==> src/rtl/imt_pkg.sv <==
// Types, codes and constants of the IRC message tokenizer.
// Used by every module of the block; has no dependencies of its own.
package imt_pkg;

  // Limits of the message format
  localparam logic [4:0]  MAX_PARAMS = 5'd15;
  localparam logic [4:0]  PARAM_SAT  = 5'd31;
  localparam logic [12:0] TAG_LIMIT  = 13'd8191;
  localparam logic [5:0]  MAX_TAGS   = 6'd63;

  // Characters with a meaning in the line syntax
  localparam logic [7:0] CH_AT     = 8'h40;
  localparam logic [7:0] CH_SEMI   = 8'h3B;
  localparam logic [7:0] CH_EQ     = 8'h3D;
  localparam logic [7:0] CH_COLON  = 8'h3A;
  localparam logic [7:0] CH_SPACE  = 8'h20;
  localparam logic [7:0] CH_BSLASH = 8'h5C;
  localparam logic [7:0] CH_BANG   = 8'h21;
  localparam logic [7:0] CH_S      = 8'h73;
  localparam logic [7:0] CH_R      = 8'h72;
  localparam logic [7:0] CH_N      = 8'h6E;
  localparam logic [7:0] CH_CR     = 8'h0D;
  localparam logic [7:0] CH_LF     = 8'h0A;

  typedef enum logic [2:0] {
    PH_START  = 3'd0,
    PH_TAGS   = 3'd1,
    PH_HEAD   = 3'd2,
    PH_PREFIX = 3'd3,
    PH_CMD    = 3'd4,
    PH_PARAMS = 3'd5,
    PH_TRAIL  = 3'd6
  } phase_e;

  typedef enum logic [2:0] {
    KIND_KEY   = 3'd0,
    KIND_VALUE = 3'd1,
    KIND_NICK  = 3'd2,
    KIND_SEP   = 3'd3,
    KIND_USER  = 3'd4,
    KIND_HOST  = 3'd5,
    KIND_CMD   = 3'd6,
    KIND_PARAM = 3'd7
  } kind_e;

  typedef enum logic [2:0] {
    ERR_NONE      = 3'd0,
    ERR_NO_CMD    = 3'd1,
    ERR_NO_PARAMS = 3'd2,
    ERR_TOO_MANY  = 3'd3,
    ERR_TAG_OVF   = 3'd4
  } err_e;

  // Parser state carried from byte to byte
  typedef struct packed {
    phase_e      phase;
    logic        esc_pending;
    logic        in_tag_key;
    logic [5:0]  tag_count;
    logic [12:0] tag_length;
    logic        value_seen;
    logic [1:0]  prefix_part;
    logic [2:0]  parts_seen;
    logic [4:0]  param_count;
    logic        in_token;
    logic        after_space;
    err_e        err;
  } state_t;

  // One result beat
  typedef struct packed {
    logic       has_byte;
    logic [7:0] data;
    kind_e      kind;
    logic [5:0] index;
    logic       field_end;
    logic       tag_has_value;
    logic       full_prefix;
    logic       message_end;
    err_e       err;
  } result_t;

  // Handshake control from the input stage to the result register
  typedef struct packed {
    logic load;
    logic emit;
  } out_ctl_t;

  localparam state_t STATE_RESET = '{
    phase:       PH_START,
    esc_pending: 1'b0,
    in_tag_key:  1'b1,
    tag_count:   6'd0,
    tag_length:  13'd0,
    value_seen:  1'b0,
    prefix_part: 2'd0,
    parts_seen:  3'd0,
    param_count: 5'd0,
    in_token:    1'b0,
    after_space: 1'b0,
    err:         ERR_NONE
  };

  // Field kind of the prefix part in progress
  function automatic kind_e part_kind(input logic [1:0] part);
    kind_e k;
    case (part)
      2'd0:    k = KIND_NICK;
      2'd1:    k = KIND_USER;
      default: k = KIND_HOST;
    endcase
    return k;
  endfunction

endpackage

==> src/rtl/imt_step.sv <==
// Per-byte classification: next parser state and the result beat for one byte.
// Pure combinational logic; depends on imt_pkg.
module imt_step (
  input  imt_pkg::state_t  state_i,
  input  logic [7:0]       data_i,
  input  logic             last_i,
  output imt_pkg::state_t  state_o,
  output imt_pkg::result_t res_o,
  output logic             emit_o
);

  imt_pkg::state_t  ns;
  imt_pkg::result_t r;
  logic             emit;
  logic [7:0]       dec;

  // Unescape a tag value byte that follows a backslash
  always_comb begin
    case (data_i)
      imt_pkg::CH_COLON: dec = imt_pkg::CH_SEMI;
      imt_pkg::CH_S:     dec = imt_pkg::CH_SPACE;
      imt_pkg::CH_R:     dec = imt_pkg::CH_CR;
      imt_pkg::CH_N:     dec = imt_pkg::CH_LF;
      default:           dec = data_i;
    endcase
  end

  // Classify the byte and advance the parser
  always_comb begin
    ns   = state_i;
    r    = '0;
    emit = 1'b0;

    case (state_i.phase)
      imt_pkg::PH_START, imt_pkg::PH_HEAD: begin
        if (state_i.phase == imt_pkg::PH_START && data_i == imt_pkg::CH_AT) begin
          ns.phase = imt_pkg::PH_TAGS;
        end else if (data_i == imt_pkg::CH_COLON) begin
          ns.phase    = imt_pkg::PH_PREFIX;
          ns.in_token = 1'b0;
        end else begin
          ns.phase    = imt_pkg::PH_CMD;
          ns.in_token = 1'b0;
          // leading spaces collapse, anything else opens the command
          if (data_i != imt_pkg::CH_SPACE) begin
            ns.in_token = 1'b1;
            emit        = 1'b1;
            r.has_byte  = 1'b1;
            r.data      = data_i;
            r.kind      = imt_pkg::KIND_CMD;
          end
        end
      end

      imt_pkg::PH_TAGS: begin
        if (data_i == imt_pkg::CH_SEMI || data_i == imt_pkg::CH_SPACE) begin
          // close the tag
          emit            = 1'b1;
          r.field_end     = 1'b1;
          r.kind          = state_i.in_tag_key ? imt_pkg::KIND_KEY : imt_pkg::KIND_VALUE;
          r.index         = state_i.tag_count;
          r.tag_has_value = state_i.value_seen;
          if (data_i == imt_pkg::CH_SPACE) begin
            ns.phase = imt_pkg::PH_HEAD;
          end else if (state_i.tag_count < imt_pkg::MAX_TAGS) begin
            ns.tag_count = state_i.tag_count + 6'd1;
            if (ns.tag_count >= imt_pkg::MAX_TAGS && ns.err == imt_pkg::ERR_NONE) begin
              ns.err = imt_pkg::ERR_TAG_OVF;
            end
          end
          ns.in_tag_key  = 1'b1;
          ns.value_seen  = 1'b0;
          ns.tag_length  = '0;
          ns.esc_pending = 1'b0;
        end else begin
          // count raw tag bytes, saturating
          if (state_i.tag_length < imt_pkg::TAG_LIMIT) begin
            ns.tag_length = state_i.tag_length + 13'd1;
            if (ns.tag_length >= imt_pkg::TAG_LIMIT && ns.err == imt_pkg::ERR_NONE) begin
              ns.err = imt_pkg::ERR_TAG_OVF;
            end
          end
          if (state_i.in_tag_key) begin
            if (data_i == imt_pkg::CH_EQ) begin
              ns.in_tag_key = 1'b0;
            end else begin
              emit       = 1'b1;
              r.has_byte = 1'b1;
              r.data     = data_i;
              r.kind     = imt_pkg::KIND_KEY;
              r.index    = state_i.tag_count;
            end
          end else if (state_i.esc_pending) begin
            ns.esc_pending = 1'b0;
            ns.value_seen  = 1'b1;
            emit           = 1'b1;
            r.has_byte     = 1'b1;
            r.data         = dec;
            r.kind         = imt_pkg::KIND_VALUE;
            r.index        = state_i.tag_count;
          end else if (data_i == imt_pkg::CH_BSLASH) begin
            ns.esc_pending = 1'b1;
          end else begin
            ns.value_seen = 1'b1;
            emit          = 1'b1;
            r.has_byte    = 1'b1;
            r.data        = data_i;
            r.kind        = imt_pkg::KIND_VALUE;
            r.index       = state_i.tag_count;
          end
        end
      end

      imt_pkg::PH_PREFIX: begin
        if (data_i == imt_pkg::CH_SPACE) begin
          if (state_i.in_token) begin
            emit          = 1'b1;
            r.field_end   = 1'b1;
            r.kind        = imt_pkg::part_kind(state_i.prefix_part);
            r.full_prefix = &state_i.parts_seen;
            ns.phase      = imt_pkg::PH_CMD;
            ns.in_token   = 1'b0;
          end
        end else begin
          ns.in_token = 1'b1;
          emit        = 1'b1;
          r.has_byte  = 1'b1;
          r.data      = data_i;
          if (state_i.prefix_part == 2'd0 && data_i == imt_pkg::CH_BANG) begin
            r.kind         = imt_pkg::KIND_SEP;
            r.field_end    = 1'b1;
            ns.prefix_part = 2'd1;
          end else if (state_i.prefix_part == 2'd1 && data_i == imt_pkg::CH_AT) begin
            r.kind         = imt_pkg::KIND_SEP;
            r.field_end    = 1'b1;
            ns.prefix_part = 2'd2;
          end else begin
            r.kind = imt_pkg::part_kind(state_i.prefix_part);
            case (state_i.prefix_part)
              2'd0:    ns.parts_seen[0] = 1'b1;
              2'd1:    ns.parts_seen[1] = 1'b1;
              default: ns.parts_seen[2] = 1'b1;
            endcase
          end
        end
      end

      imt_pkg::PH_CMD: begin
        if (data_i == imt_pkg::CH_SPACE) begin
          if (state_i.in_token) begin
            emit           = 1'b1;
            r.field_end    = 1'b1;
            r.kind         = imt_pkg::KIND_CMD;
            ns.phase       = imt_pkg::PH_PARAMS;
            ns.in_token    = 1'b0;
            ns.after_space = 1'b1;
          end
        end else begin
          ns.in_token = 1'b1;
          emit        = 1'b1;
          r.has_byte  = 1'b1;
          r.data      = data_i;
          r.kind      = imt_pkg::KIND_CMD;
        end
      end

      imt_pkg::PH_PARAMS: begin
        if (data_i == imt_pkg::CH_SPACE) begin
          if (state_i.in_token) begin
            emit        = 1'b1;
            r.field_end = 1'b1;
            r.kind      = imt_pkg::KIND_PARAM;
            r.index     = {1'b0, state_i.param_count};
            if (state_i.param_count < imt_pkg::PARAM_SAT) begin
              ns.param_count = state_i.param_count + 5'd1;
            end
            ns.in_token = 1'b0;
          end
          ns.after_space = 1'b1;
        end else if (data_i == imt_pkg::CH_COLON && state_i.after_space) begin
          // open the trailing param
          if (state_i.param_count >= imt_pkg::MAX_PARAMS && ns.err == imt_pkg::ERR_NONE) begin
            ns.err = imt_pkg::ERR_TOO_MANY;
          end
          ns.phase       = imt_pkg::PH_TRAIL;
          ns.after_space = 1'b0;
        end else begin
          if (!state_i.in_token) begin
            if (state_i.param_count >= imt_pkg::MAX_PARAMS &&
                ns.err == imt_pkg::ERR_NONE) begin
              ns.err = imt_pkg::ERR_TOO_MANY;
            end
            ns.in_token = 1'b1;
          end
          ns.after_space = 1'b0;
          emit           = 1'b1;
          r.has_byte     = 1'b1;
          r.data         = data_i;
          r.kind         = imt_pkg::KIND_PARAM;
          r.index        = {1'b0, state_i.param_count};
        end
      end

      imt_pkg::PH_TRAIL: begin
        emit       = 1'b1;
        r.has_byte = 1'b1;
        r.data     = data_i;
        r.kind     = imt_pkg::KIND_PARAM;
        r.index    = {1'b0, state_i.param_count};
      end

      default: begin
        ns.phase = imt_pkg::PH_START;
      end
    endcase

    // Last byte: close the open field, judge the message, rewind
    if (last_i) begin
      emit          = 1'b1;
      r.message_end = 1'b1;
      if (!r.field_end) begin
        if (ns.phase == imt_pkg::PH_TAGS) begin
          r.field_end     = 1'b1;
          r.kind          = ns.in_tag_key ? imt_pkg::KIND_KEY : imt_pkg::KIND_VALUE;
          r.index         = ns.tag_count;
          r.tag_has_value = ns.value_seen;
        end else if (ns.phase == imt_pkg::PH_PREFIX && ns.in_token) begin
          r.field_end   = 1'b1;
          r.kind        = imt_pkg::part_kind(ns.prefix_part);
          r.index       = '0;
          r.full_prefix = &ns.parts_seen;
        end else if (ns.phase == imt_pkg::PH_CMD && ns.in_token) begin
          r.field_end = 1'b1;
          r.kind      = imt_pkg::KIND_CMD;
          r.index     = '0;
        end else if ((ns.phase == imt_pkg::PH_PARAMS && ns.in_token) ||
                     ns.phase == imt_pkg::PH_TRAIL) begin
          r.field_end = 1'b1;
          r.kind      = imt_pkg::KIND_PARAM;
          r.index     = {1'b0, ns.param_count};
        end
      end
      if (ns.err != imt_pkg::ERR_NONE) begin
        r.err = ns.err;
      end else begin
        case (ns.phase)
          imt_pkg::PH_CMD: begin
            r.err = ns.in_token ? imt_pkg::ERR_NO_PARAMS : imt_pkg::ERR_NO_CMD;
          end
          imt_pkg::PH_PARAMS: begin
            r.err = (state_i.phase == imt_pkg::PH_CMD) ? imt_pkg::ERR_NO_PARAMS
                                                       : imt_pkg::ERR_NONE;
          end
          imt_pkg::PH_TRAIL: r.err = imt_pkg::ERR_NONE;
          default:           r.err = imt_pkg::ERR_NO_CMD;
        endcase
      end
      ns = imt_pkg::STATE_RESET;
    end
  end

  assign state_o = ns;
  assign res_o   = r;
  assign emit_o  = emit;

endmodule

==> src/rtl/imt_out_reg.sv <==
// Result register of the tokenizer: holds one beat until the sink takes it.
// Depends on imt_pkg for the result and control types.
module imt_out_reg (
  input  logic             clk_i,
  input  logic             rst_ni,
  input  imt_pkg::out_ctl_t ctl_i,
  input  imt_pkg::result_t res_i,
  input  logic             out_stall_i,
  output logic             out_valid_o,
  output imt_pkg::result_t res_o,
  output logic             free_o
);

  logic             valid_q, valid_d;
  imt_pkg::result_t res_q;

  // Free when empty or when the held beat leaves this cycle
  assign free_o = !valid_q || !out_stall_i;

  // Load on a new beat, drop a beat once taken
  always_comb begin
    if (ctl_i.load) begin
      valid_d = ctl_i.emit;
    end else begin
      valid_d = valid_q && out_stall_i;
    end
  end

  always_ff @(posedge clk_i or negedge rst_ni) begin
    if (!rst_ni) begin
      valid_q <= 1'b0;
    end else begin
      valid_q <= valid_d;
    end
  end

  // Payload: capture only when a beat is loaded
  always_ff @(posedge clk_i) begin
    if (ctl_i.load && ctl_i.emit) begin
      res_q <= res_i;
    end
  end

  assign out_valid_o = valid_q;
  assign res_o       = res_q;

endmodule

==> src/rtl/irc_message_tokenizer.sv <==
// IRC message tokenizer, top level. An accepted byte passes two registers on the way to its
// result beat (input register, then result register). Throughput: one byte per cycle;
// the input register and parser state advance whenever the result register is free.
// Bytes that make no result leave no beat. Reset (rst_ni low, asynchronous) empties
// both registers and returns the parser to the start of a message.
// Depends on imt_pkg, imt_step and imt_out_reg.
module irc_message_tokenizer (
  input  logic       clk_i,
  input  logic       rst_ni,
  input  logic       in_valid_i,
  output logic       in_stall_o,
  input  logic [7:0] data_byte_i,
  input  logic       last_byte_i,
  output logic       out_valid_o,
  input  logic       out_stall_i,
  output logic       has_byte_o,
  output logic [7:0] out_byte_o,
  output logic [2:0] field_kind_o,
  output logic [5:0] field_index_o,
  output logic       field_end_o,
  output logic       tag_has_value_o,
  output logic       full_prefix_o,
  output logic       message_end_o,
  output logic [2:0] error_code_o
);

  logic              in_vld_q, in_vld_d;
  logic [7:0]        in_byte_q;
  logic              in_last_q;
  logic              out_free;
  logic              advance;
  logic              accept;
  logic              emit;
  imt_pkg::state_t   state_q, state_d;
  imt_pkg::result_t  step_res, out_res;
  imt_pkg::out_ctl_t out_ctl;

  // Input stage handshake
  assign advance    = in_vld_q && out_free;
  assign in_stall_o = in_vld_q && !out_free;
  assign accept     = in_valid_i && !in_stall_o;

  always_comb begin
    if (accept) begin
      in_vld_d = 1'b1;
    end else if (advance) begin
      in_vld_d = 1'b0;
    end else begin
      in_vld_d = in_vld_q;
    end
  end

  always_ff @(posedge clk_i or negedge rst_ni) begin
    if (!rst_ni) begin
      in_vld_q <= 1'b0;
    end else begin
      in_vld_q <= in_vld_d;
    end
  end

  // Capture the byte beat
  always_ff @(posedge clk_i) begin
    if (accept) begin
      in_byte_q <= data_byte_i;
      in_last_q <= last_byte_i;
    end
  end

  imt_step u_step (
    .state_i (state_q),
    .data_i  (in_byte_q),
    .last_i  (in_last_q),
    .state_o (state_d),
    .res_o   (step_res),
    .emit_o  (emit)
  );

  // Parser state: advance with each byte that moves on
  always_ff @(posedge clk_i or negedge rst_ni) begin
    if (!rst_ni) begin
      state_q <= imt_pkg::STATE_RESET;
    end else if (advance) begin
      state_q <= state_d;
    end
  end

  assign out_ctl.load = advance;
  assign out_ctl.emit = emit;

  imt_out_reg u_out_reg (
    .clk_i       (clk_i),
    .rst_ni      (rst_ni),
    .ctl_i       (out_ctl),
    .res_i       (step_res),
    .out_stall_i (out_stall_i),
    .out_valid_o (out_valid_o),
    .res_o       (out_res),
    .free_o      (out_free)
  );

  assign has_byte_o      = out_res.has_byte;
  assign out_byte_o      = out_res.data;
  assign field_kind_o    = out_res.kind;
  assign field_index_o   = out_res.index;
  assign field_end_o     = out_res.field_end;
  assign tag_has_value_o = out_res.tag_has_value;
  assign full_prefix_o   = out_res.full_prefix;
  assign message_end_o   = out_res.message_end;
  assign error_code_o    = out_res.err;

endmodule

==> config.mk <==
export PLATFORM = sky130hd
export DESIGN_NAME = irc_message_tokenizer
export DESIGN_NICKNAME = d
export VERILOG_FILES = /design/src/rtl/imt_pkg.sv /design/src/rtl/imt_step.sv /design/src/rtl/imt_out_reg.sv /design/src/rtl/irc_message_tokenizer.sv
export SDC_FILE = /design/constraint.sdc
export NUM_CORES = 1
export LEC_CHECK = 0
export BUFFER_PORTS_ARGS = -buffer_cell sky130_fd_sc_hd__buf_2
export CORE_MARGIN = 5
export CORE_UTILIZATION = 35
export CTS_CLUSTER_SIZE = 12
export DETAILED_ROUTE_END_ITERATION = 10
export PLACE_DENSITY = 0.59
export REMOVE_ABC_BUFFERS = 1
export SETUP_SLACK_MARGIN = 0.1
export SLEW_MARGIN = 20
export SYNTH_ARGS = -nofsm -noshare
export SYNTH_HDL_FRONTEND = slang
export SYNTH_HIERARCHICAL = 1
export SYNTH_SLANG_ARGS = --single-unit
==> constraint.sdc <==
create_clock -name clk_i -period 2.4 [get_ports clk_i]
set_input_delay 0.12 -clock clk_i [delete_from_list [all_inputs] [get_ports clk_i]]
set_output_delay 0.12 -clock clk_i [all_outputs]
set_load 0.01 [all_outputs]
# Yosys cells after proc, flatten, opt, wreduce, memory -nomap -nowiden
# Cells that the tools add are included.
dict set report op_classes {
  n_lt_le_gt_ge 6
  eq_ne 27
  n_mux 127
  n_addsub 3
  n_reduce_logical 39
}
# operator count
set ops {}
lappend ops {{18-bit two-way mux} 5}
lappend ops {{3-bit two-way mux} 29}
lappend ops {{12-bit case mux with 6 select lines} 1}
lappend ops {{10-bit two-way mux} 5}
lappend ops {{12-bit two-way mux} 4}
lappend ops {{1-bit two-way mux} 46}
lappend ops {{9-bit two-way mux} 5}
lappend ops {{8-bit by 6-bit == test with 1-bit output, second input constant} 5}
lappend ops {{8-bit by 7-bit == test with 1-bit output, second input constant} 5}
lappend ops {{40-bit two-way mux} 1}
lappend ops {{8-bit case mux with 4 select lines} 1}
lappend ops {{5-bit two-way mux} 5}
lappend ops {{6-bit two-way mux} 4}
lappend ops {{22-bit two-way mux} 1}
lappend ops {{3-bit == test, second input constant} 6}
lappend ops {{3-bit case mux with 2 select lines} 3}
lappend ops {{3-bit case mux with 6 select lines} 1}
lappend ops {{6-bit case mux with 3 select lines} 1}
lappend ops {{16-bit two-way mux} 1}
lappend ops {{1-bit logical AND} 15}
lappend ops {{14-bit two-way mux} 1}
lappend ops {{2-bit two-way mux} 7}
lappend ops {{13-bit by 1-bit adder with 13-bit output, second input constant} 1}
lappend ops {{13-bit greater-or-equal comparator, second input constant} 1}
lappend ops {{27 further kinds} 48}
dict set report word_totals {
  inputBits 13
  word_cells 227
  reg_bits 76
  output_inout_bits 27
}

# Longest topological paths before layout
# Gate-level depths: netlist of the first run.
dict set report depth {
  word_depth 14
  depth_mapped 10
  depth_no_buf 9
}

# By module
# The synthesis of the first run kept the hierarchy.
# module seq_area_each_um2 area_per_inst_um2 cells_each n_inst
set modules_own_cells {}
lappend modules_own_cells {imt_step 0.0 2573.7 429 1}
lappend modules_own_cells {irc_message_tokenizer 1297.5 1971.9 100 1}
lappend modules_own_cells {imt_out_reg 775.7 795.8 29 1}

# Least setup slack after synthesis of the first run
# OpenSTA, ideal clock, no wires.
dict set report synth_path {
  path_kind {reg2reg}
  startpoint {register in_byte_q[7]}
  endpoint {register u_out_reg.valid_q, in the netlist u_out_reg/out_valid_o}
  setup_slack_ps -20
  path_stages_with_launch 10
  required_time_ps 2276
  t_arrival_ps 2297
  setup_time_ps 124
  period_less_slack_ps 2420
  path_buffers 1
  cell_sequence {edfxtp_1 buf_6 or4b_4 or3_4 nand3_2 o22ai_1 o21ai_0 nand3_1 and2_4 o21bai_1}
}
dict set report synth_via {
  elab_chain_cells 8
  elab_cells_between_ends 24
  classes_between {7 x eq/ne; 14 x mux; 3 x reduce/logical}
}
# item line_no
set synth_rtl {}
lappend synth_rtl {{start: declaration} irc_message_tokenizer.sv:28} ;# logic [7:0] in_byte_q;
lappend synth_rtl {{start signal: assignment} irc_message_tokenizer.sv:64} ;# in_byte_q <= data_byte_i;
lappend synth_rtl {{8-bit by 7-bit == test with 1-bit output} imt_step.sv:101} ;# end else if (data_i == imt_pkg::CH_BSLASH) begin
lappend synth_rtl {{1-bit two-way mux} imt_step.sv:101}
lappend synth_rtl {{1-bit two-way mux} imt_step.sv:93} ;# end else if (state_i.esc_pending) begin
lappend synth_rtl {{1-bit two-way mux} imt_step.sv:83} ;# if (state_i.in_tag_key) begin
lappend synth_rtl {{1-bit two-way mux} imt_step.sv:56} ;# if (data_i == imt_pkg::CH_SEMI || data_i == imt_pkg::CH_SPACE) begin
lappend synth_rtl {{1-bit case mux with 5 select lines (*)} imt_step.sv:34} ;# case (state_i.phase)
lappend synth_rtl {{1-bit two-way mux (*)} imt_step.sv:218} ;# if (last_i) begin
lappend synth_rtl {{net emit} irc_message_tokenizer.sv:33} ;# logic emit;
lappend synth_rtl {{1-bit two-way mux (*)} imt_out_reg.sv:22} ;# if (ctl_i.load) begin
lappend synth_rtl {{net u_out_reg.valid_d} imt_out_reg.sv:14} ;# logic valid_q, valid_d;
lappend synth_rtl {{end signal: assignment} imt_out_reg.sv:33} ;# valid_q <= valid_d;
lappend synth_rtl {{end: declaration} imt_out_reg.sv:14}
# The timed path passes the listed nets; every way through them passes the cells marked *.
# A chain may end at the register's enable or synchronous reset.

# Final worst setup path of the first run
dict set report layout_path {
  startpoint {register in_byte_q[4]}
  endpoint {register u_out_reg.valid_q, in the netlist u_out_reg/out_valid_o}
}
# The elaborated chain is that of the path after synthesis.

==> results of run 1 <==
[critical path, stage by stage (launching register included)]
cell and delay [ns]:
sky130_fd_sc_hd__edfxtp_1 0.47, sky130_fd_sc_hd__buf_6 0.16, sky130_fd_sc_hd__or4_4 0.53, sky130_fd_sc_hd__or3_4 0.39, sky130_fd_sc_hd__nand3_4 0.12, sky130_fd_sc_hd__o22ai_2 0.09, sky130_fd_sc_hd__o21ai_2 0.08, sky130_fd_sc_hd__nand3_2 0.18
sky130_fd_sc_hd__and2_4 0.24, sky130_fd_sc_hd__o21bai_1 0.16
[layout by cell type (no fill, tap or decap), types with 14 or more instances in the layout]
| cell type | instances |
|---|---|
| sky130_fd_sc_hd__buf_4 | 136 |
| sky130_fd_sc_hd__buf_2 | 39 |
| sky130_fd_sc_hd__edfxtp_1 | 34 |
| sky130_fd_sc_hd__nand4_1 | 14 |
| sky130_fd_sc_hd__buf_6 | 33 |
| sky130_fd_sc_hd__inv_1 | 14 |
| sky130_fd_sc_hd__mux2_4 | 39 |
| sky130_fd_sc_hd__nand3_1 | 15 |
| sky130_fd_sc_hd__a21oi_1 | 20 |
| sky130_fd_sc_hd__dfrtp_1 | 40 |
| sky130_fd_sc_hd__nand2_1 | 39 |
| sky130_fd_sc_hd__nor2_1 | 61 |
[state kept, by name, indices dropped and copies added (netlist names)]
register and cells:
u_out_reg/res_o 25, in_last_q 1, in_byte_q 8, state_q 40, u_out_reg/out_valid_o 1, in_vld_q 1
[final timing paths]
| check | endpoint | cells after the start | startpoint | slack, ns |
|---|---|---|---|---|
| max | u_out_reg/out_valid_o$_DFF_PN0_ | 9 | in_byte_q[4]$_DFFE_PP_ | -0.15 |
| min | u_out_reg/out_valid_o$_DFF_PN0_ | 3 | out_stall_i | 0.08 |
| max reg2reg | u_out_reg/out_valid_o$_DFF_PN0_ | 9 | in_byte_q[4]$_DFFE_PP_ | -0.15 |
| min reg2reg | state_q[2]$_DFFE_PN0P_ | 1 | state_q[2]$_DFFE_PN0P_ | 0.54 |
| max in group asynchronous | state_q[39]$_DFFE_PN0P_ | 3 | rst_ni | 1.56 |
| min in group asynchronous | state_q[20]$_DFFE_PN0P_ | 3 | rst_ni | 0.38 |
[metal layers]
| metal | up-vias | share of wire, % |
|---|---|---|
| li1 | 2469 | - |
| met1 | 2608 | 44 |
| met2 | 199 | 47 |
| met3 | 40 | 5.5 |
| met4 | 0 | 3.0 |
| met5 | - | 0 |
[logic make-up after synthesis]
kind of cell | count (synthesis) | share of synthesized area [%]
AND/OR/NAND/NOR | 249 | 24.9
AO/OA/AOI/OAI | 118 | 15.6
flip-flops | 76 | 38.8
buffers and inverters | 51 | 5.04
multiplexers | 42 | 11.5
XOR/XNOR | 16 | 2.62
adder cells (fa/ha/maj) | 6 | 1.41
[repair_timing]
| action | in CTS | in global routing |
|---|---|---|
| endpoints found under the setup margin | 78 | 81 |
| gates cloned | 3 | 2 |
| endpoints found under the hold margin | 51 | 0 |
| hold buffers | 11 | 0 |
| setup buffers | 24 | 24 |
| pin swaps | 30 | 38 |
| gates resized for setup | 101 | 75 |
[metrics by stage]
| stage | utilization [%] | setup slack, ns | TNS (ns) | total power, mW | instance area (µm²) |
|---|---|---|---|---|---|
| after global routing | 53.7 | -0.226 | -9.98 | 4.76 | 8110 |
| final | 53.7 | -0.152 | -4.91 | 4.56 | 8110 |
| after detailed placement | 43.3 | -0.247 | -7.33 | 2.90 | 6530 |
| after global placement | 43.3 | -0.220 | -6.17 | 2.89 | 6530 |
| after floorplan | - | -0.248 | -2.32 | 2.30 | 5120 |
| after CTS | 50.3 | -0.112 | -2.35 | 4.47 | 7580 |
[layout make-up]
cell class              count  area (µm²)
fillers                  1319        6980
multi-input cells         434        3650
flip-flops and latches     76        2070
repair buffers            225        1810
clock buffers              12         258
well taps                 188         235
inverters                  14        52.6
clock inverters             4        30.0
[power by group through the flow]
| stage | registers [mW] | logic [mW] | clock network [mW] |
|---|---|---|---|
| finish | 1.66 | 1.57 | 1.34 |
| detailed placement | 1.68 | 1.22 | 0 |
| global route | 1.68 | 1.66 | 1.42 |
| CTS | 1.65 | 1.45 | 1.37 |
| floorplan | 1.74 | 0.561 | 0 |
| global placement | 1.67 | 1.21 | 0 |
==> metrics.log, run 1 <==
INFO  metric timing.max_cap.violations = 0
INFO  metric final_antenna_net_count = 0
INFO  metric placeable_area = between 15000 and 20000 µm²
INFO  metric route.vias.total = about 5300
INFO  metric remaining_drc_errors = 0
INFO  metric tritoncts = yes
INFO  metric clk_latency = 0.35 ns
INFO  metric grt.met2_usage = between 30 and 40%
INFO  metric power.density_cell_area = 563 nW/µm²
INFO  metric rsz0062_at_grt = yes
INFO  metric die_w = 134 µm
INFO  metric setup.worst_path.end_class = register
INFO  metric final_layout_size_suffix_gt1_share = between 40% and 50%
INFO  metric synth.distinct_cells = 86
INFO  metric ctsLongestPathBuffers = 2
INFO  metric worst_ep_required_time = 2.63 ns
INFO  metric worst-slew-pin-transition = about 0.61 ns
INFO  metric grt_pass1_vias = 5307
INFO  metric synth_sequential_area_ratio = a little under 40%
INFO  metric type_of_the_setup_path_with_the_least_slack = register to register
INFO  metric number_of_antenna_violations_at_the_first_check_in_global_routing = 1
INFO  metric dp.cells = roughly 880
INFO  metric yosys_register_bits = 76
INFO  metric dp_hpwl = between 10000 and 15000 µm
INFO  metric cts-buffers-inserted = 9
INFO  metric p_int = between 3 and 4 mW
INFO  metric totalWireLength = 18000 µm
INFO  metric synthesis.yosys.warnings = 6
INFO  metric finalHoldViolations = 0
INFO  metric synth_top_area_share = between 10% and 20%
INFO  metric comb_power_share = 34.4%
INFO  metric global_route.overflow_total = 0
INFO  metric setup_viol = 50
INFO  metric layout_worst_path_cycle_share = 106%
INFO  metric detailedRoute.firstPassIterationCount = 5
INFO  metric synth_cells = between 500 and 600
INFO  metric layout.nets = around 780
INFO  metric floorplan.die_area = around 18000 µm²
INFO  metric post-route-worst-setup-slack = -0.152 ns
INFO  metric clock_tree.root_cell = sky130_fd_sc_hd__clkbuf_16
INFO  metric hp-class = input pin to register
INFO  metric violations = negative setup slack
INFO  metric largest_net_degree_at_the_start_of_global_routing = 43
INFO  metric io_pins = 40
INFO  metric worst_setup_hold_path_clk_slew = 0.06 ns
INFO  metric clock_sink_count = 76
INFO  metric post_drt_via_cell_ratio = ~5.6
INFO  metric fp-row-count = 45
INFO  metric status = finished with violations
INFO  metric synth-async-reset-ratio = between 50% and 60%
INFO  metric vdd.ir_drop.worst = about 0.00035 V
INFO  metric most_frequent_cells_after_synthesis = sky130_fd_sc_hd__nor2_1, sky130_fd_sc_hd__nand2_1, sky130_fd_sc_hd__dfrtp_1
INFO  metric main_area_contributors_after_synthesis = sky130_fd_sc_hd__dfrtp_1, sky130_fd_sc_hd__edfxtp_1, sky130_fd_sc_hd__mux2_4
INFO  metric grt.busiest_layer = met2
INFO  metric max_slew_margin = 59.3%
INFO  metric syn_to_final_growth = 51.8%
INFO  metric grt_pass1_wl = roughly 28000 µm
INFO  metric finalWorstPathRequiredPeriod = ~2.6 ns
INFO  metric synth.most_common_cell = sky130_fd_sc_hd__nor2_1
INFO  metric sw_frac_of_total = 32.8%
INFO  metric finalClockSkew = ~0.0081 ns
INFO  metric detail_route.iter0.violations = roughly 360
INFO  metric fmax = between 300 and 400 MHz
INFO  metric cp_launch_type = register
INFO  metric syn_area = roughly 5300 µm²
INFO  metric final-instance-count-excl-fill = between 900 and 1000
INFO  metric finalHoldWorstSlack = 0.0763 ns
INFO  metric insertedDiodeCount = 0
INFO  metric cellLeakagePower = about 3.4 nW
INFO  metric count_of_final_max_slew_check_failures = 0
INFO  metric yosysTopAreaCell = sky130_fd_sc_hd__dfrtp_1
INFO  metric cts.htree.levels = 3
INFO  metric postSynth.topFlopCell = sky130_fd_sc_hd__dfrtp_1
INFO  metric pwr-share-seq = 36.3%
INFO  metric grt_usage = about a fifth
INFO  metric placer_congestion_estimate = about 0.93
INFO  metric port_buffers = 39
INFO  metric power_switching = between 1 and 1.5 mW
INFO  metric grt_util_met1 = between 20% and 30%
INFO  metric route.detailed.wl_per_inst = 18.9 µm
INFO  metric critical_path.max_fanout = 7
INFO  metric power.share.clock = between 20 and 30%
INFO  metric crit_arrival = between 2 and 3 ns
INFO  metric met3_usage = between 2 and 3%
INFO  metric die_height = roughly 130 µm
INFO  metric synth_area_per_cell = ~9.6 µm²
INFO  metric synth_edf_count = 34
INFO  metric start_util = between 30 and 40%
Power figures use the tool's default switching activity.
==> run 2, diff against run 1 <==
--- a/config.mk
+++ b/config.mk
@@ -10,7 +10,7 @@
 export CORE_UTILIZATION = 35
 export CTS_CLUSTER_SIZE = 12
 export DETAILED_ROUTE_END_ITERATION = 10
-export PLACE_DENSITY = 0.59
+export PLACE_DENSITY = 0.57
 export REMOVE_ABC_BUFFERS = 1
 export SETUP_SLACK_MARGIN = 0.1
 export SLEW_MARGIN = 20
==> constraint.sdc (replaced) <==
create_clock -name clk_i -period 2.95 [get_ports clk_i]
set_input_delay 0.1475 -clock clk_i [delete_from_list [all_inputs] [get_ports clk_i]]
set_output_delay 0.1475 -clock clk_i [all_outputs]
set_load 0.01 [all_outputs]
==> run 2 against run 1 <==
Effect of this change: the flow now finishes without violations; sequential share of layout area increased by 7.0 points; register-to-register slack improved by 0.37 ns; critical path depth down 1; count of clock-buffer cells in the layout down 2; hold slack gained 0.045 ns; non-clock buffer count fell by 133; critical path type unchanged; largest power group unchanged.
==> metrics.log, run 2 (synthesis results as in run 1) <==
INFO  metric io_pins = 40 (unchanged)
INFO  metric hold_end = u_out_reg/out_valid_o$_DFF_PN0_ (unchanged)
INFO  metric worst_ep_required_time = 3.09 ns (was 2.63 ns)
INFO  metric totalWireLength = 14900 µm (was 18000 µm)
INFO  metric finalHoldViolations = 0 (unchanged)
INFO  metric syn_to_final_growth = 19.0% (was 51.8%)
INFO  metric finalWorstPathRequiredPeriod = 2.74 ns (was 2.55 ns)
INFO  metric crit_path_max_incr_delay = 0.62 ns (was 0.53 ns)
INFO  metric post_drt_via_cell_ratio = 5.62 (was 5.58)
INFO  metric cts.htree.levels = 3 (unchanged)
INFO  metric placer_congestion_estimate = 0.924 (was 0.928)
INFO  metric largest_net_degree_at_the_start_of_global_routing = 43 (unchanged)
INFO  metric clk_latency = 0.35 ns (about the same)
INFO  metric critical_path.top_delay_family = simple AND/OR/NAND/NOR gates (unchanged)
INFO  metric floorplan.die_area = 17800 µm² (unchanged)
INFO  metric timing.max_cap.violations = 0 (unchanged)
INFO  metric status = finished, final reports clean (was finished with violations)
INFO  metric die_w = 134 µm (unchanged)
INFO  metric fmax = 365 MHz (was 392 MHz)
INFO  metric grt_usage = 17.2% (was 19.8%)
INFO  metric setup_viol = 0 (was 50)
INFO  metric cp_launch_type = register (unchanged)
INFO  metric critical_path.max_fanout = 9 (was 7)
INFO  metric power.density_cell_area = 545 nW/µm² (was 563 nW/µm²)
INFO  metric commonest_cells_after_routing_fill_and_taps_aside = sky130_fd_sc_hd__nor2_1, sky130_fd_sc_hd__nand2_1, sky130_fd_sc_hd__dfrtp_1, sky130_fd_sc_hd__buf_4, sky130_fd_sc_hd__mux2_4 (was sky130_fd_sc_hd__buf_4, sky130_fd_sc_hd__nor2_1, sky130_fd_sc_hd__dfrtp_1)
INFO  metric final_core_utilization = 42.1% (was 53.7%)
INFO  metric insertedDiodeCount = 0 (unchanged)
INFO  metric port_buffers = 39 (unchanged)
INFO  metric dp_hpwl = 10700 µm (was 11900 µm)
INFO  metric layout.nets = 643 (was 779)
INFO  metric worst_setup_hold_path_clk_slew = 0.06 ns (about the same)
INFO  metric route.vias.total = 4589 (was 5316)
INFO  metric worst_r2r_path_depth = 8 (was 9)
INFO  metric startpoint_of_the_tightest_hold_check_path = out_stall_i (unchanged)
INFO  metric path_buf_inv = 1 (unchanged)
INFO  metric remaining_drc_errors = 0 (unchanged)
INFO  metric crit_arrival = 2.88 ns (was 2.78 ns)
INFO  metric crit_chain = or4b_4, or3_4, nand3_2, buf_4, o211ai_2, nand3_1, a31oi_1, o32ai_1 (was buf_6, or4_4, or3_4, nand3_4, o22ai_2, o21ai_2, nand3_2, and2_4, o21bai_1)
INFO  metric hp-class = input pin to register (unchanged)
INFO  metric layout.cells.most_common = sky130_fd_sc_hd__nor2_1 (was sky130_fd_sc_hd__buf_4)
INFO  metric rsz0062_at_grt = no (was yes)
INFO  metric detailedRoute.firstPassIterationCount = 5 (unchanged)
INFO  metric vdd.ir_drop.worst = 0.000453 V (was 0.000351 V)
INFO  metric reg2reg_to = u_out_reg/res_o[8]$_DFFE_PP_ (was u_out_reg/out_valid_o$_DFF_PN0_)
INFO  metric final_antenna_net_count = 0 (unchanged)
INFO  metric detail_route.iter0.violations = 310 (was 357)
INFO  metric clock_tree.root_cell = sky130_fd_sc_hd__clkbuf_16 (unchanged)
INFO  metric setup-tns-final = 0 ns (was -4.91 ns)
INFO  metric worst-path-stages = 8 (was 9)
INFO  metric die_height = 134 µm (unchanged)
INFO  metric ctsLongestPathBuffers = 2 (unchanged)
INFO  metric critical_path.reg2reg.startpoint = in_byte_q[2]$_DFFE_PP_ (was in_byte_q[4]$_DFFE_PP_)
INFO  metric clock_sink_count = 76 (unchanged)
INFO  metric global_route.overflow_total = 0 (unchanged)
INFO  metric largest_reg_flops = 40 (unchanged)
INFO  metric post-layout-total-power = 3.47 mW (was 4.56 mW)
INFO  metric fp-row-count = 45 (unchanged)
INFO  metric whs_path_depth = 3 (unchanged)
INFO  metric cts-buffers-inserted = 9 (unchanged)
INFO  metric grt_pass1_vias = 4453 (was 5307)
INFO  metric met3_wire_length = 878 µm (was 997 µm)
INFO  metric cellLeakagePower = 2.51 nW (was 3.39 nW)
INFO  metric grt_pass1_wl = 24600 µm (was 28100 µm)
INFO  metric max_slew_margin = 56.3% (was 59.3%)
INFO  metric number_of_antenna_violations_at_the_first_check_in_global_routing = 0 (was 1)
INFO  metric layout_worst_path_cycle_share = 92.8% (was 106%)
INFO  metric start_util = 35.4% (unchanged)
INFO  metric finalHoldWorstSlack = 0.122 ns (was 0.0763 ns)
INFO  metric route.met2.wl = 6810 µm (was 8480 µm)
INFO  metric tritoncts = yes (unchanged)
INFO  metric routedLengthMet1 = 6960 µm (was 7960 µm)
INFO  metric route.detailed.wl_per_inst = 18.2 µm (was 18.9 µm)
INFO  metric count_of_final_max_slew_check_failures = 0 (unchanged)
INFO  metric setup.worst_path.end_class = register (unchanged)
INFO  metric maxUsedRoutingLayer = met4 (unchanged)
INFO  metric final_layout_size_suffix_gt1_share = 26.2% (was 49.7%)
INFO  metric worst-slew-pin-transition = 0.651 ns (was 0.611 ns)
INFO  metric crit_path_max_delay_cell_type = sky130_fd_sc_hd__or4b_4 (was sky130_fd_sc_hd__or4_4)
INFO  metric rrSetupSlack = 0.21 ns (was -0.15 ns)
INFO  metric type_of_the_setup_path_with_the_least_slack = register to register (unchanged)
INFO  metric finalClockSkew = 0.0112 ns (was 0.00813 ns)
INFO  metric placeable_area = 15100 µm² (unchanged)
INFO  metric regMostFlops = state_q (unchanged)
[run 2: changes by cell type in the layout (fill, tap and decap cells not counted), sizes merged]
cell / before / now
and2: 14 / 11
buf: 213 / 81
bufinv: 0 / 2
clkbuf: 12 / 10
clkdlybuf4s15: 1 / 0
clkinvlp: 1 / 2
inv: 15 / 14
[run 2: worst max-delay path by stage]
stage / start / endpoint
after floorplan: state_q[37]$_DFFE_PN0P_ / u_out_reg/res_o[1]$_DFFE_PP_
after global placement: in_byte_q[1]$_DFFE_PP_ / u_out_reg/out_valid_o$_DFF_PN0_
after detailed placement: in_byte_q[4]$_DFFE_PP_ / u_out_reg/out_valid_o$_DFF_PN0_
after CTS: in_byte_q[4]$_DFFE_PP_ / u_out_reg/out_valid_o$_DFF_PN0_
after global routing: in_byte_q[4]$_DFFE_PP_ / u_out_reg/res_o[8]$_DFFE_PP_
final: in_byte_q[2]$_DFFE_PP_ / u_out_reg/res_o[8]$_DFFE_PP_
[run 2: what timing repair did]
item,CTS,global route
endpoints found under the setup margin,0,30
hold endpoints to repair,10,41
setup buffers,0,8
resized for setup,0,7
hold buffers,10,1
[run 2: worst register-to-register path: cells and delay by family, from the launching register on]
family / cells / cell delay [ns]
flops: 1 / 0.53
buf+inv: 1 / 0.14
compound gates: 3 / 0.60
simple gates: 4 / 1.24
[run 2: stage by stage]
step | setup slack [ns] | area, µm² | instances
2_1_floorplan | 0.302 | 5120 | 521
3_3_place_gp | 0.173 | 5840 | 782
3_5_place_dp | 0.123 | 5840 | 782
4_1_cts | 0.105 | 6250 | 808
5_1_grt | 0.0956 | 6360 | 817
6_report | 0.213 | 6360 | 817
[run 2: power breakdown]
| group | switching, mW | total, mW | internal (mW) |
|---|---|---|---|
| registers | 0.0903 | 1.35 | 1.26 |
| logic | 0.526 | 0.911 | 0.385 |
| clock network | 0.462 | 1.20 | 0.741 |
| total | 1.08 | 3.47 | 2.39 |
[run 2: layer usage]
| layer | up-vias | global-route usage [%] |
|---|---|---|
| li1 | 2187 | - |
| met1 | 2226 | 24.0 |
| met2 | 156 | 26.7 |
| met3 | 20 | 3.74 |
| met4 | 0 | 5.20 |
| met5 | - | 0 |
[run 2: area by class of cell]
type | instances | area (µm²)
clock buffer | 10 | 229
clock inverter | 6 | 88.8
inverter | 14 | 52.6
fill | 1498 | 8730
multi-input combinational | 431 | 3030
tap | 188 | 235
sequential | 76 | 2070
timing repair buffer | 92 | 648
